--- src/bsa_pkg.sv ---
// Shared types and constants for the buddy split allocator.
package bsa_pkg;

  localparam int ORDER_W    = 5;
  localparam int ID_W       = 16;
  localparam int SIZE_W     = 31;
  localparam int COUNT_W    = 7;
  localparam int IN_DATA_W  = 48;
  localparam int OUT_DATA_W = 24;

  localparam logic [ORDER_W-1:0] RESET_ORDER = 5'd6;

  typedef enum logic [1:0] {
    STAT_ALLOC = 2'd0,
    STAT_NOFIT = 2'd1,
    STAT_FULL  = 2'd2,
    STAT_ENTRY = 2'd3
  } alloc_status_t;

  typedef enum logic [2:0] {
    S_IDLE,
    S_ORDER,
    S_SCAN,
    S_SPLIT,
    S_REPLY,
    S_QUERY
  } fsm_state_t;

  // Controls fanned out from the sequencer to the cell row.
  typedef struct packed {
    logic shift;
    logic load;
  } chain_ctl_t;

endpackage

--- src/buddy_split_allocator_top.sv ---
// Buddy split allocator: top level with the rotating block list and its sequencer.
//
// Usage:
//   s_* carries requests. s_tuser = 0 allocates (owner, request_size in s_tdata),
//   s_tuser = 1 lists all blocks. m_* returns results; m_tuser is the status,
//   m_tlast marks the final transfer of a request. cfg_* writes total_order and
//   rebuilds the list as one free block of that order.
// Operation:
//   The list sits in a ring of MAX_BLOCKS cells that rotates one entry per cycle while
//   a pass runs, except while a query waits on the receiver; every pass over the list
//   leaves the ring aligned. Allocate: the order is computed, then one scan pass, one
//   pass per split, then the result is posted. Query: one pass, one transfer per
//   listed block. One request is worked on at a time.
// Reset:
//   rst (synchronous) restores total_order 6 and a single free block; no clearing
//   pass is needed, entries beyond the block count are never read.
// Stalls:
//   Results go through an output register. During a query the ring pauses while
//   the receiver holds m_tready low; a pending allocate result does not block the
//   next request from being taken.
module buddy_split_allocator_top
  import bsa_pkg::*;
#(
  parameter int MAX_BLOCKS = 64,
  parameter int OWNER_BITS = 16
) (
  input  logic                  clk,
  input  logic                  rst,
  input  logic                  s_tvalid,
  output logic                  s_tready,
  input  logic [IN_DATA_W-1:0]  s_tdata,   // owner[15:0], request_size[46:16], zero[47]
  input  logic                  s_tuser,   // func
  output logic                  m_tvalid,
  input  logic                  m_tready,
  output logic [OUT_DATA_W-1:0] m_tdata,   // block_count[6:0], entry_owner[22:7], zero[23]
  output logic [1:0]            m_tuser,   // status
  output logic                  m_tlast,   // last
  input  logic                  cfg_valid,
  output logic                  cfg_ready,
  input  logic [ORDER_W-1:0]    cfg_data   // total_order
);

  localparam int EW = OWNER_BITS + ORDER_W;

  chain_ctl_t         ctl;
  logic [EW-1:0]      tail;
  logic [EW-1:0]      load_entry;
  logic [EW-1:0]      cell_q [MAX_BLOCKS];
  alloc_status_t      out_status;
  logic [COUNT_W-1:0] out_count;
  logic [ID_W-1:0]    out_owner;

  bsa_seq #(
    .MAX_BLOCKS (MAX_BLOCKS),
    .OWNER_BITS (OWNER_BITS)
  ) u_seq (
    .clk        (clk),
    .rst        (rst),
    .in_valid   (s_tvalid),
    .in_ready   (s_tready),
    .in_func    (s_tuser),
    .in_owner   (s_tdata[15:0]),
    .in_size    (s_tdata[46:16]),
    .cfg_valid  (cfg_valid),
    .cfg_ready  (cfg_ready),
    .cfg_order  (cfg_data),
    .out_valid  (m_tvalid),
    .out_ready  (m_tready),
    .out_status (out_status),
    .out_count  (out_count),
    .out_owner  (out_owner),
    .out_last   (m_tlast),
    .ctl        (ctl),
    .head       (cell_q[0]),
    .tail       (tail),
    .load_entry (load_entry)
  );

  // Cell 0 is the head seen by the sequencer; the sequencer writes the
  // (possibly modified) head back into the far end of the row.
  for (genvar i = 0; i < MAX_BLOCKS; i++) begin : g_cell
    if (i == MAX_BLOCKS - 1) begin : g_end
      bsa_cell #(.W(EW)) u_cell (
        .clk   (clk),
        .shift (ctl.shift),
        .load  ((i == 0) ? ctl.load : 1'b0),
        .d     (tail),
        .ld    (load_entry),
        .q     (cell_q[i])
      );
    end else begin : g_mid
      bsa_cell #(.W(EW)) u_cell (
        .clk   (clk),
        .shift (ctl.shift),
        .load  ((i == 0) ? ctl.load : 1'b0),
        .d     (cell_q[i+1]),
        .ld    (load_entry),
        .q     (cell_q[i])
      );
    end
  end

  assign m_tuser = out_status;
  assign m_tdata = {1'b0, out_owner, out_count};

endmodule

--- src/bsa_cell.sv ---
// One list entry of the rotating block list: owner and order.
module bsa_cell
  import bsa_pkg::*;
#(
  parameter int W = 21
) (
  input  logic         clk,
  input  logic         shift,
  input  logic         load,
  input  logic [W-1:0] d,
  input  logic [W-1:0] ld,
  output logic [W-1:0] q
);

  always_ff @(posedge clk) begin
    if (load) begin
      q <= ld;
    end else if (shift) begin
      q <= d;
    end
  end

endmodule

--- src/bsa_seq.sv ---
// Sequencer: order computation, scan and split passes, query walk, result register.
module bsa_seq
  import bsa_pkg::*;
#(
  parameter int MAX_BLOCKS = 64,
  parameter int OWNER_BITS = 16
) (
  input  logic                            clk,
  input  logic                            rst,
  input  logic                            in_valid,
  output logic                            in_ready,
  input  logic                            in_func,
  input  logic [ID_W-1:0]                 in_owner,
  input  logic [SIZE_W-1:0]               in_size,
  input  logic                            cfg_valid,
  output logic                            cfg_ready,
  input  logic [ORDER_W-1:0]              cfg_order,
  output logic                            out_valid,
  input  logic                            out_ready,
  output alloc_status_t                   out_status,
  output logic [COUNT_W-1:0]              out_count,
  output logic [ID_W-1:0]                 out_owner,
  output logic                            out_last,
  output chain_ctl_t                      ctl,
  input  logic [OWNER_BITS+ORDER_W-1:0]   head,
  output logic [OWNER_BITS+ORDER_W-1:0]   tail,
  output logic [OWNER_BITS+ORDER_W-1:0]   load_entry
);

  localparam int EW = OWNER_BITS + ORDER_W;
  localparam int PW = (MAX_BLOCKS > 1) ? $clog2(MAX_BLOCKS) : 1;
  localparam int TW = $clog2(MAX_BLOCKS + 1);

  fsm_state_t state, state_next;

  logic [PW-1:0]         pos;
  logic [TW-1:0]         total;
  logic [ORDER_W-1:0]    k;
  logic [31:0]           pw;
  logic [SIZE_W-1:0]     size;
  logic [OWNER_BITS-1:0] who;
  logic [PW-1:0]         big_pos;
  logic [ORDER_W-1:0]    big_order;
  logic                  found_exact;
  logic                  found_big;
  logic [EW-1:0]         carry;
  logic                  carrying;
  alloc_status_t         res_status;

  logic [OWNER_BITS-1:0] h_owner;
  logic [ORDER_W-1:0]    h_order;
  logic [TW-1:0]         pos_ext;
  logic                  live;
  logic                  pass_end;
  logic                  h_free;
  logic                  hit_exact;
  logic                  hit_big;
  logic                  at_big;
  logic [ORDER_W-1:0]    split_order;
  logic                  split_final;
  logic                  adv;
  logic                  load_out;
  logic                  order_more;
  logic                  exact_any;
  logic                  big_any;
  logic                  list_full;
  logic                  full_after;
  logic                  in_xfer;
  logic                  cfg_xfer;

  assign h_owner     = head[EW-1:ORDER_W];
  assign h_order     = head[ORDER_W-1:0];
  assign pos_ext     = TW'(pos);
  assign live        = pos_ext < total;
  assign pass_end    = pos == PW'(MAX_BLOCKS - 1);
  assign h_free      = h_owner == '0;
  assign hit_exact   = live && h_free && (h_order == k) && !found_exact;
  assign hit_big     = live && h_free && (h_order > k) && !found_big;
  assign at_big      = pos == big_pos;
  assign split_order = big_order - 1'b1;
  assign split_final = split_order == k;
  assign adv         = !out_valid || out_ready;
  assign order_more  = pw < 32'(size);
  assign exact_any   = found_exact || hit_exact;
  assign big_any     = found_big || hit_big;
  assign list_full   = total == TW'(MAX_BLOCKS);
  assign full_after  = total == TW'(MAX_BLOCKS - 1);
  assign in_xfer     = in_valid && in_ready;
  assign cfg_xfer    = cfg_valid && cfg_ready;
  assign load_out    = adv && ((state == S_REPLY) || ((state == S_QUERY) && live));

  // next state
  always_comb begin
    state_next = state;
    unique case (state)
      S_IDLE: begin
        if (in_xfer) begin
          state_next = in_func ? S_QUERY : S_ORDER;
        end
      end
      S_ORDER: begin
        if (!order_more) begin
          state_next = S_SCAN;
        end
      end
      S_SCAN: begin
        if (pass_end) begin
          if (exact_any || !big_any || list_full) begin
            state_next = S_REPLY;
          end else begin
            state_next = S_SPLIT;
          end
        end
      end
      S_SPLIT: begin
        if (pass_end && (split_final || full_after)) begin
          state_next = S_REPLY;
        end
      end
      S_REPLY: begin
        if (adv) begin
          state_next = S_IDLE;
        end
      end
      S_QUERY: begin
        if (adv && pass_end) begin
          state_next = S_IDLE;
        end
      end
      default: state_next = S_IDLE;
    endcase
  end

  // outputs toward ports and the cell row
  always_comb begin
    in_ready   = 1'b0;
    cfg_ready  = 1'b0;
    ctl.shift  = 1'b0;
    tail       = head;
    unique case (state)
      S_IDLE: begin
        in_ready  = !cfg_valid;
        cfg_ready = 1'b1;
      end
      S_SCAN: begin
        ctl.shift = 1'b1;
        if (hit_exact) begin
          tail = {who, k};
        end
      end
      S_SPLIT: begin
        ctl.shift = 1'b1;
        if (at_big) begin
          tail = split_final ? {who, k} : {OWNER_BITS'(0), split_order};
        end else if (carrying) begin
          tail = carry;
        end
      end
      S_QUERY: begin
        ctl.shift = adv;
      end
      default: begin
        ctl.shift = 1'b0;
      end
    endcase
    ctl.load   = rst || cfg_xfer;
    load_entry = {OWNER_BITS'(0), rst ? RESET_ORDER : cfg_order};
  end

  always_ff @(posedge clk) begin
    if (rst) begin
      state <= S_IDLE;
    end else begin
      state <= state_next;
    end
  end

  always_ff @(posedge clk) begin
    if (rst) begin
      pos         <= '0;
      total       <= TW'(1);
      found_exact <= 1'b0;
      found_big   <= 1'b0;
      carrying    <= 1'b0;
      out_valid   <= 1'b0;
    end else begin
      if (cfg_xfer) begin
        total <= TW'(1);
      end
      if (ctl.shift) begin
        pos <= pass_end ? '0 : pos + 1'b1;
      end
      if (in_xfer) begin
        who         <= OWNER_BITS'(in_owner);
        size        <= in_size;
        pw          <= 32'd1;
        k           <= '0;
        found_exact <= 1'b0;
        found_big   <= 1'b0;
      end
      if ((state == S_ORDER) && order_more) begin
        pw <= pw << 1;
        k  <= k + 1'b1;
      end
      if (state == S_SCAN) begin
        if (hit_exact) begin
          found_exact <= 1'b1;
        end
        if (hit_big) begin
          found_big <= 1'b1;
          big_pos   <= pos;
          big_order <= h_order;
        end
        if (pass_end) begin
          if (exact_any) begin
            res_status <= STAT_ALLOC;
          end else if (!big_any) begin
            res_status <= STAT_NOFIT;
          end else begin
            res_status <= STAT_FULL;
          end
        end
      end
      if (state == S_SPLIT) begin
        // insert the upper half right after the split block; the rest slides up
        if (at_big) begin
          carry    <= {OWNER_BITS'(0), split_order};
          carrying <= 1'b1;
        end else if (carrying) begin
          carry <= head;
        end
        if (pass_end) begin
          carrying   <= 1'b0;
          total      <= total + 1'b1;
          big_order  <= split_order;
          res_status <= split_final ? STAT_ALLOC : STAT_FULL;
        end
      end
      if (load_out) begin
        out_valid <= 1'b1;
      end else if (out_ready) begin
        out_valid <= 1'b0;
      end
    end
  end

  // result payload
  always_ff @(posedge clk) begin
    if (load_out) begin
      out_count <= COUNT_W'(total);
      if (state == S_REPLY) begin
        out_status <= res_status;
        out_owner  <= '0;
        out_last   <= 1'b1;
      end else begin
        out_status <= STAT_ENTRY;
        out_owner  <= ID_W'(h_owner);
        out_last   <= TW'(pos_ext + 1'b1) == total;
      end
    end
  end

endmodule

--- config.mk ---
export PLATFORM = sky130hd
export DESIGN_NAME = buddy_split_allocator_top
export DESIGN_NICKNAME = d
export VERILOG_FILES = /design/src/bsa_pkg.sv /design/src/buddy_split_allocator_top.sv /design/src/bsa_cell.sv /design/src/bsa_seq.sv
export SDC_FILE = /design/constraint.sdc
export NUM_CORES = 1
export LEC_CHECK = 0
export BUFFER_PORTS_ARGS = -buffer_cell sky130_fd_sc_hd__buf_2
export CORE_MARGIN = 2
export CORE_UTILIZATION = 30
export DETAILED_ROUTE_END_ITERATION = 6
export PLACE_DENSITY = 0.54
export SLEW_MARGIN = 30
export SYNTH_ARGS = -nofsm -noshare
export SYNTH_HDL_FRONTEND = slang
export SYNTH_SLANG_ARGS = --single-unit
--- constraint.sdc ---
create_clock -name clk -period 77.8 [get_ports clk]
set_input_delay 19.45 -clock clk [delete_from_list [all_inputs] [get_ports clk]]
set_output_delay 19.45 -clock clk [all_outputs]
set_load 0.02 [all_outputs]
After elaboration in Yosys (flattened, before gate mapping)

Index checks and enable logic that the tools add are counted.

Multiply operators: 0
Bitwise operators: 1
Reduce and logical (&&, ||, !) cells: 39
Magnitude comparators: 3
Div/mod/pow operators: 0
Equality and inequality tests: 18
$add $sub $neg: 5
Muxes and demuxes: 51
Shift-type cells: 0

Operators with widths:

| cell                                                                  | number |
|---|---|
| 21-bit two-way mux                                                    | 5 |
| 32-bit two-way mux                                                    | 2 |
| 5-bit two-way mux                                                     | 10 |
| 21-bit case mux with 2 select lines                                   | 1 |
| 32-bit by 31-bit < comparator with 1-bit output                       | 1 |
| 3-bit two-way mux                                                     | 8 |
| 7-bit two-way mux                                                     | 3 |
| 3-bit case mux with 6 select lines                                    | 1 |
| 16-bit zero test                                                      | 1 |
| 2-bit two-way mux                                                     | 7 |
| 1-bit logical AND                                                     | 12 |
| 1-bit two-way mux                                                     | 12 |
| 5-bit equality test                                                   | 2 |
| 2-bit nonzero test                                                    | 5 |
| 1-bit logical OR                                                      | 8 |
| 2-bit by 1-bit != test with 1-bit output, second input constant       | 4 |
| 6-bit by 1-bit adder with 7-bit output, second input constant         | 1 |
| 7-bit by 1-bit adder with 7-bit output, second input constant         | 1 |
| 7-bit by 6-bit equality test with 1-bit output, second input constant | 1 |
| 7-bit equality test                                                   | 1 |
| 7-bit equality test, second input constant                            | 1 |
| 6-bit by 7-bit < comparator with 1-bit output                         | 1 |
| 6-bit by 1-bit adder with 6-bit output, second input constant         | 1 |
| 3-bit by 2-bit equality test with 1-bit output, second input constant | 2 |
| other kinds (17)                                                      | 26 |

Memories kept: 0
Word-level logic and storage cells: 203
Flip-flop bits (word level): 1,508
Bits in read-only memories: 0
Output and inout port bits: 30
RAM bits: 0
Latch bits: 0

Depth between registers and ports, before layout

Word-level depth: 11
Gate-level depth with buffers: 13

By module

A second synthesis with hierarchy kept.

Cell total of the unflattened synthesis: 3,632
Area, all modules: 65,917.0 sq um

Modules (own cells, without submodules):

| module                    | cells an instance | seq. area each (sq um) | area an instance (sq um) | instances |
|---|---|---|---|---|
| bsa_cell                  | 45                | 630.6                  | 895.9                    | 64 |
| bsa_seq                   | 750               | 4,724.5                | 8,570.7                  | 1 |
| buddy_split_allocator_top | 2                 | 0.0                    | 11.3                     | 1 |

Worst setup path after synthesis

No wires, ideal clock.

Path kind: input to register
Start point: in m_tready
End point: reg g_cell[0].g_mid.u_cell.q[10]
Data arrival time: 50.045 ns
Path buffers: 0
Path slack: 27.606 ns
Stages on the path: 6
Required time: 77.651 ns
Cell sequence: nor2b_1 > nor2_1 > a21oi_1 > inv_1 > nor3_1 > a22o_1

Cells in the longest elaborated chain, start to end: 2

RTL lines:

| element                            | line                            | source |
|---|---|---|
| start: declaration                 | buddy_split_allocator_top.sv:34 | `input logic m_tready,` |
| 1-bit logical OR                   | bsa_seq.sv:82                   | `assign adv = !out_valid \|\| out_ready;` |
| 1-bit case mux with 2 select lines | bsa_seq.sv:140                  | `unique case (state)` |
| via g_cell[0].g_mid.u_cell.shift   | bsa_cell.sv:8                   | `input logic shift,` |
| end signal: assignment             | bsa_cell.sv:17                  | `q <= ld;` |
| end: declaration                   | bsa_cell.sv:12                  | `output logic [W-1:0] q` |

The timed path passes the listed nets, and every way through them passes these cells.
A chain may end at the register's enable or synchronous reset.

Worst setup path in the final report

Start point: in cfg_valid
End point: out s_tready

Cells in the longest elaborated chain, start to end: 2

RTL lines:

| element            | line                            | source |
|---|---|---|
| start: declaration | buddy_split_allocator_top.sv:38 | `input logic cfg_valid,` |
| 1-bit zero test    | bsa_seq.sv:142                  | `in_ready = !cfg_valid;` |
| 1-bit two-way mux  | bsa_seq.sv:140                  |  |
| end: declaration   | buddy_split_allocator_top.sv:30 | `output logic s_tready,` |

Every way passes these cells.

==> results.ini <==
[timing]
fin_ws_ns=38.23
slew_violations=0
hold_ws_ns=0.4059
tns_ns=0
rsz0062_at_grt=no
tightest_slew_ns=0.9720
period_needed_ns=39.57
hold_violations=0
relSlewSlack=0.3505
skew_ns=0.02030
finalSetupViolCount=0
timing.final.crit_share=0.5086
max_freq_mhz=25.27

[worst_setup_path]
worst_ep_required_time_ns=58.35
critPathMostFrequentCell=buf_2
path_class=in2out
r2r_slack_ns=71.26
path_buf_inv=2
reg2reg_depth=11
critPathTopFamily=buffers and inverters
slowest_delay_ns=0.31
path_cells=buf_2 -> nor4_1 -> buf_2
crit_slowest_cell=nor4_1
cp_data_arrival_time_ns=20.12
crit_cells=3
cp-end-kind=primary output
startpoint_type=input port
crit_fanout=4

[floorplanning]
fp.dieW_microns=407.9
core_area_sq_mm=0.1624
ioPinCount=89
die-height_microns=407.9
rows=148
start_util=0.3013
dieArea_sq_mm=0.1664

[placed_design]
numPortBuffers=86
placed_area_sq_mm=0.05220
placed_cells=4374
dp_slack_ns=38.24
post-dp-hpwl_mm=40.04
routabilityCongestion=0.7670

[cts]
clk_pin_slew_ns=0.06
postCtsSetupRepairBufs=0
ctsHoldBuffers=0
clockBufferDepth=3
cts_sinks=1508
root_buffer=clkbuf_16
cts_tree=yes
h-tree-depth=4
insertion_delay_ns=0.74
numCtsBuffers=145
cts_resized=0

[final_layout]
finalNonFillerCells=4646
fin_util=0.3505
ff_latch_area_sq_mm=0.04492
final_area_sq_mm=0.05692
nFillCells=14980
area_growth_syn_to_layout_pct=16.34
multi_input_area_sq_mm=0.003650
final_layout_size_suffix_gt1_frac=0.1438
finish.net_count=2453

[synthesis]
synth_ff_type=edfxtp_1
synth_cells=2128
ys_seq_area_frac=0.9181
yosys_warnings=0
yosys.cell_types.count=58
async_reset_ff_frac=0
synth_area_sq_mm=0.04893
synth_edf_count=1472
avgSynthCellArea_sq_um=22.99
synth.net_count=2233
ys_ff_latch=1508

[run_status]
status=complete, no violations

[job]
drv_cap=0

[grt]
antenna_found_initial=8
grt_max_degree=193
gr-total-overflow=0
grt_usage=0.08757
grt_pass1_vias=18670
grt_pass1_wl_mm=113.1

[drt]
drt_first_pass_iters=5
drc=0
ant_nets=0
drt-initial-drc-count=1912
wire_per_inst_microns=15.77
drt-total-wl_mm=73.25
vias=19360
vias_per_cell=4.166

[worst_hold_path]
holdPathStages=0
hp-class=reg2reg

[power_and_ir_drop]
total_power_mw=2.187
power.density_mw_per_mm2=38.41
power_leakage_nw=17.49
irDropWorstVdd_mv=0.02414

## cells in the mapped netlist, types with 14 or more instances
cell	n	area, sq um
clkbuf_1	38	142.6
a211oi_1	14	105.1
ha_1	46	575.6
o22ai_1	16	100.1
nor3_1	15	75.07
o21ai_0	33	165.2
a22o_1	21	183.9
and3_1	38	237.7
mux2i_1	21	210.2
nand3_1	22	110.1
xnor2_1	14	122.6
nor2b_1	20	125.1
dfxtp_1	36	720.7
nor2_1	58	217.7
inv_1	54	202.7
edfxtp_1	1472	44200
a21oi_1	46	230.2
nand2_1	40	150.1
and2_1	18	112.6
## state kept, by name (all words and copies together) (netlist names)
register	count
u_seq.pw	32
u_seq.who	16
g_cell.g_mid.u_cell.q	1323
u_seq.big_order	5
u_seq.found_exact	1
u_seq.found_big	1
u_seq.k	5
g_cell.g_end.u_cell.q	21
u_seq.size	31
u_seq.out_count	7
u_seq.carry	21
u_seq.carrying	1
u_seq.total	7
u_seq.pos	6
u_seq.out_owner	16
u_seq.out_last	1
u_seq.out_status	2
u_seq.big_pos	6
u_seq.out_valid	1
u_seq.state	3
u_seq.res_status	2
## cell families (layout without fill, tap and decap cells)
| family | count (synthesis) | count (layout) | synth area share |
|---|---|---|---|
| compound gates | 180 | 180 | 0.02562 |
| flops | 1508 | 1508 | 0.9181 |
| other cells | 1 | 4 | 0.00007664 |
| buf+inv | 99 | 439 | 0.008413 |
| xor+xnor | 26 | 26 | 0.005216 |
| fa+ha+maj | 46 | 46 | 0.01176 |
| simple gates | 245 | 245 | 0.02606 |
| mux | 23 | 23 | 0.004756 |
## worst register-to-register path, delay by kind of cell (launching register included)
kind / cells / cell delay, ns
flip-flops: 1 / 0.46
AO/OA/AOI/OAI: 1 / 0.09
AND/OR/NAND/NOR: 1 / 0.54
buffers and inverters: 9 / 5.04
## per-layer routing
layer,GRT usage,share of wire,vias to the layer above,wire [microns]
met1,0.1439,0.53,9885,38900
met5,0,0,-,0
met2,0.1055,0.38,431,28010
met4,0.03761,0.027,0,1974
li1,-,-,8892,-
met3,0.02119,0.060,147,4371
## placed cells by master, fill, tap and decap left out, drive strengths merged, types with 4 or more instances in the layout
cell and instances:
ha 46, xnor2 14, dfxtp 36, nor3 15
clkbuf 173, a21oi 47, nand3 23, o21ai 35
a211oi 25, xor2 10, a22oi 5, and2 18
a31oi 5, buf 117, or3 4, mux2i 21
edfxtp 1472, o22ai 16, nand2b 4, inv 62
nand4 6, clkinv 72, nor2 58, a22o 21
nor2b 20, nand2 40, nor4 7, and3 38
o221a 5, bufinv 12, a21o 4, or4 6
## final cells by class
cell class              instances  area share
diodes                          3   0.0001319
inverters                      55    0.003846
flip-flops and latches       1508      0.7892
multi-input cells             521     0.06412
clock inverters                94     0.01484
well taps                    2175     0.04781
clock buffers                 173     0.06704
repair buffers                117     0.01306
## power breakdown
| group | switching [mW] | internal [mW] |
|---|---|---|
| registers | 0.0549 | 1.20 |
| logic | 0.204 | 0.0431 |
| clock network | 0.294 | 0.392 |
| total | 0.553 | 1.63 |
## final timing paths
check,start,endpoint
setup / recovery,cfg_valid,s_tready
hold / removal,g_cell[49].g_mid.u_cell.q[10],g_cell[48].g_mid.u_cell.q[10]
setup reg to reg,u_seq.state[1],g_cell[50].g_mid.u_cell.q[19]
hold reg to reg,g_cell[49].g_mid.u_cell.q[10],g_cell[48].g_mid.u_cell.q[10]
No activity file was read; power rests on OpenSTA's default activity.
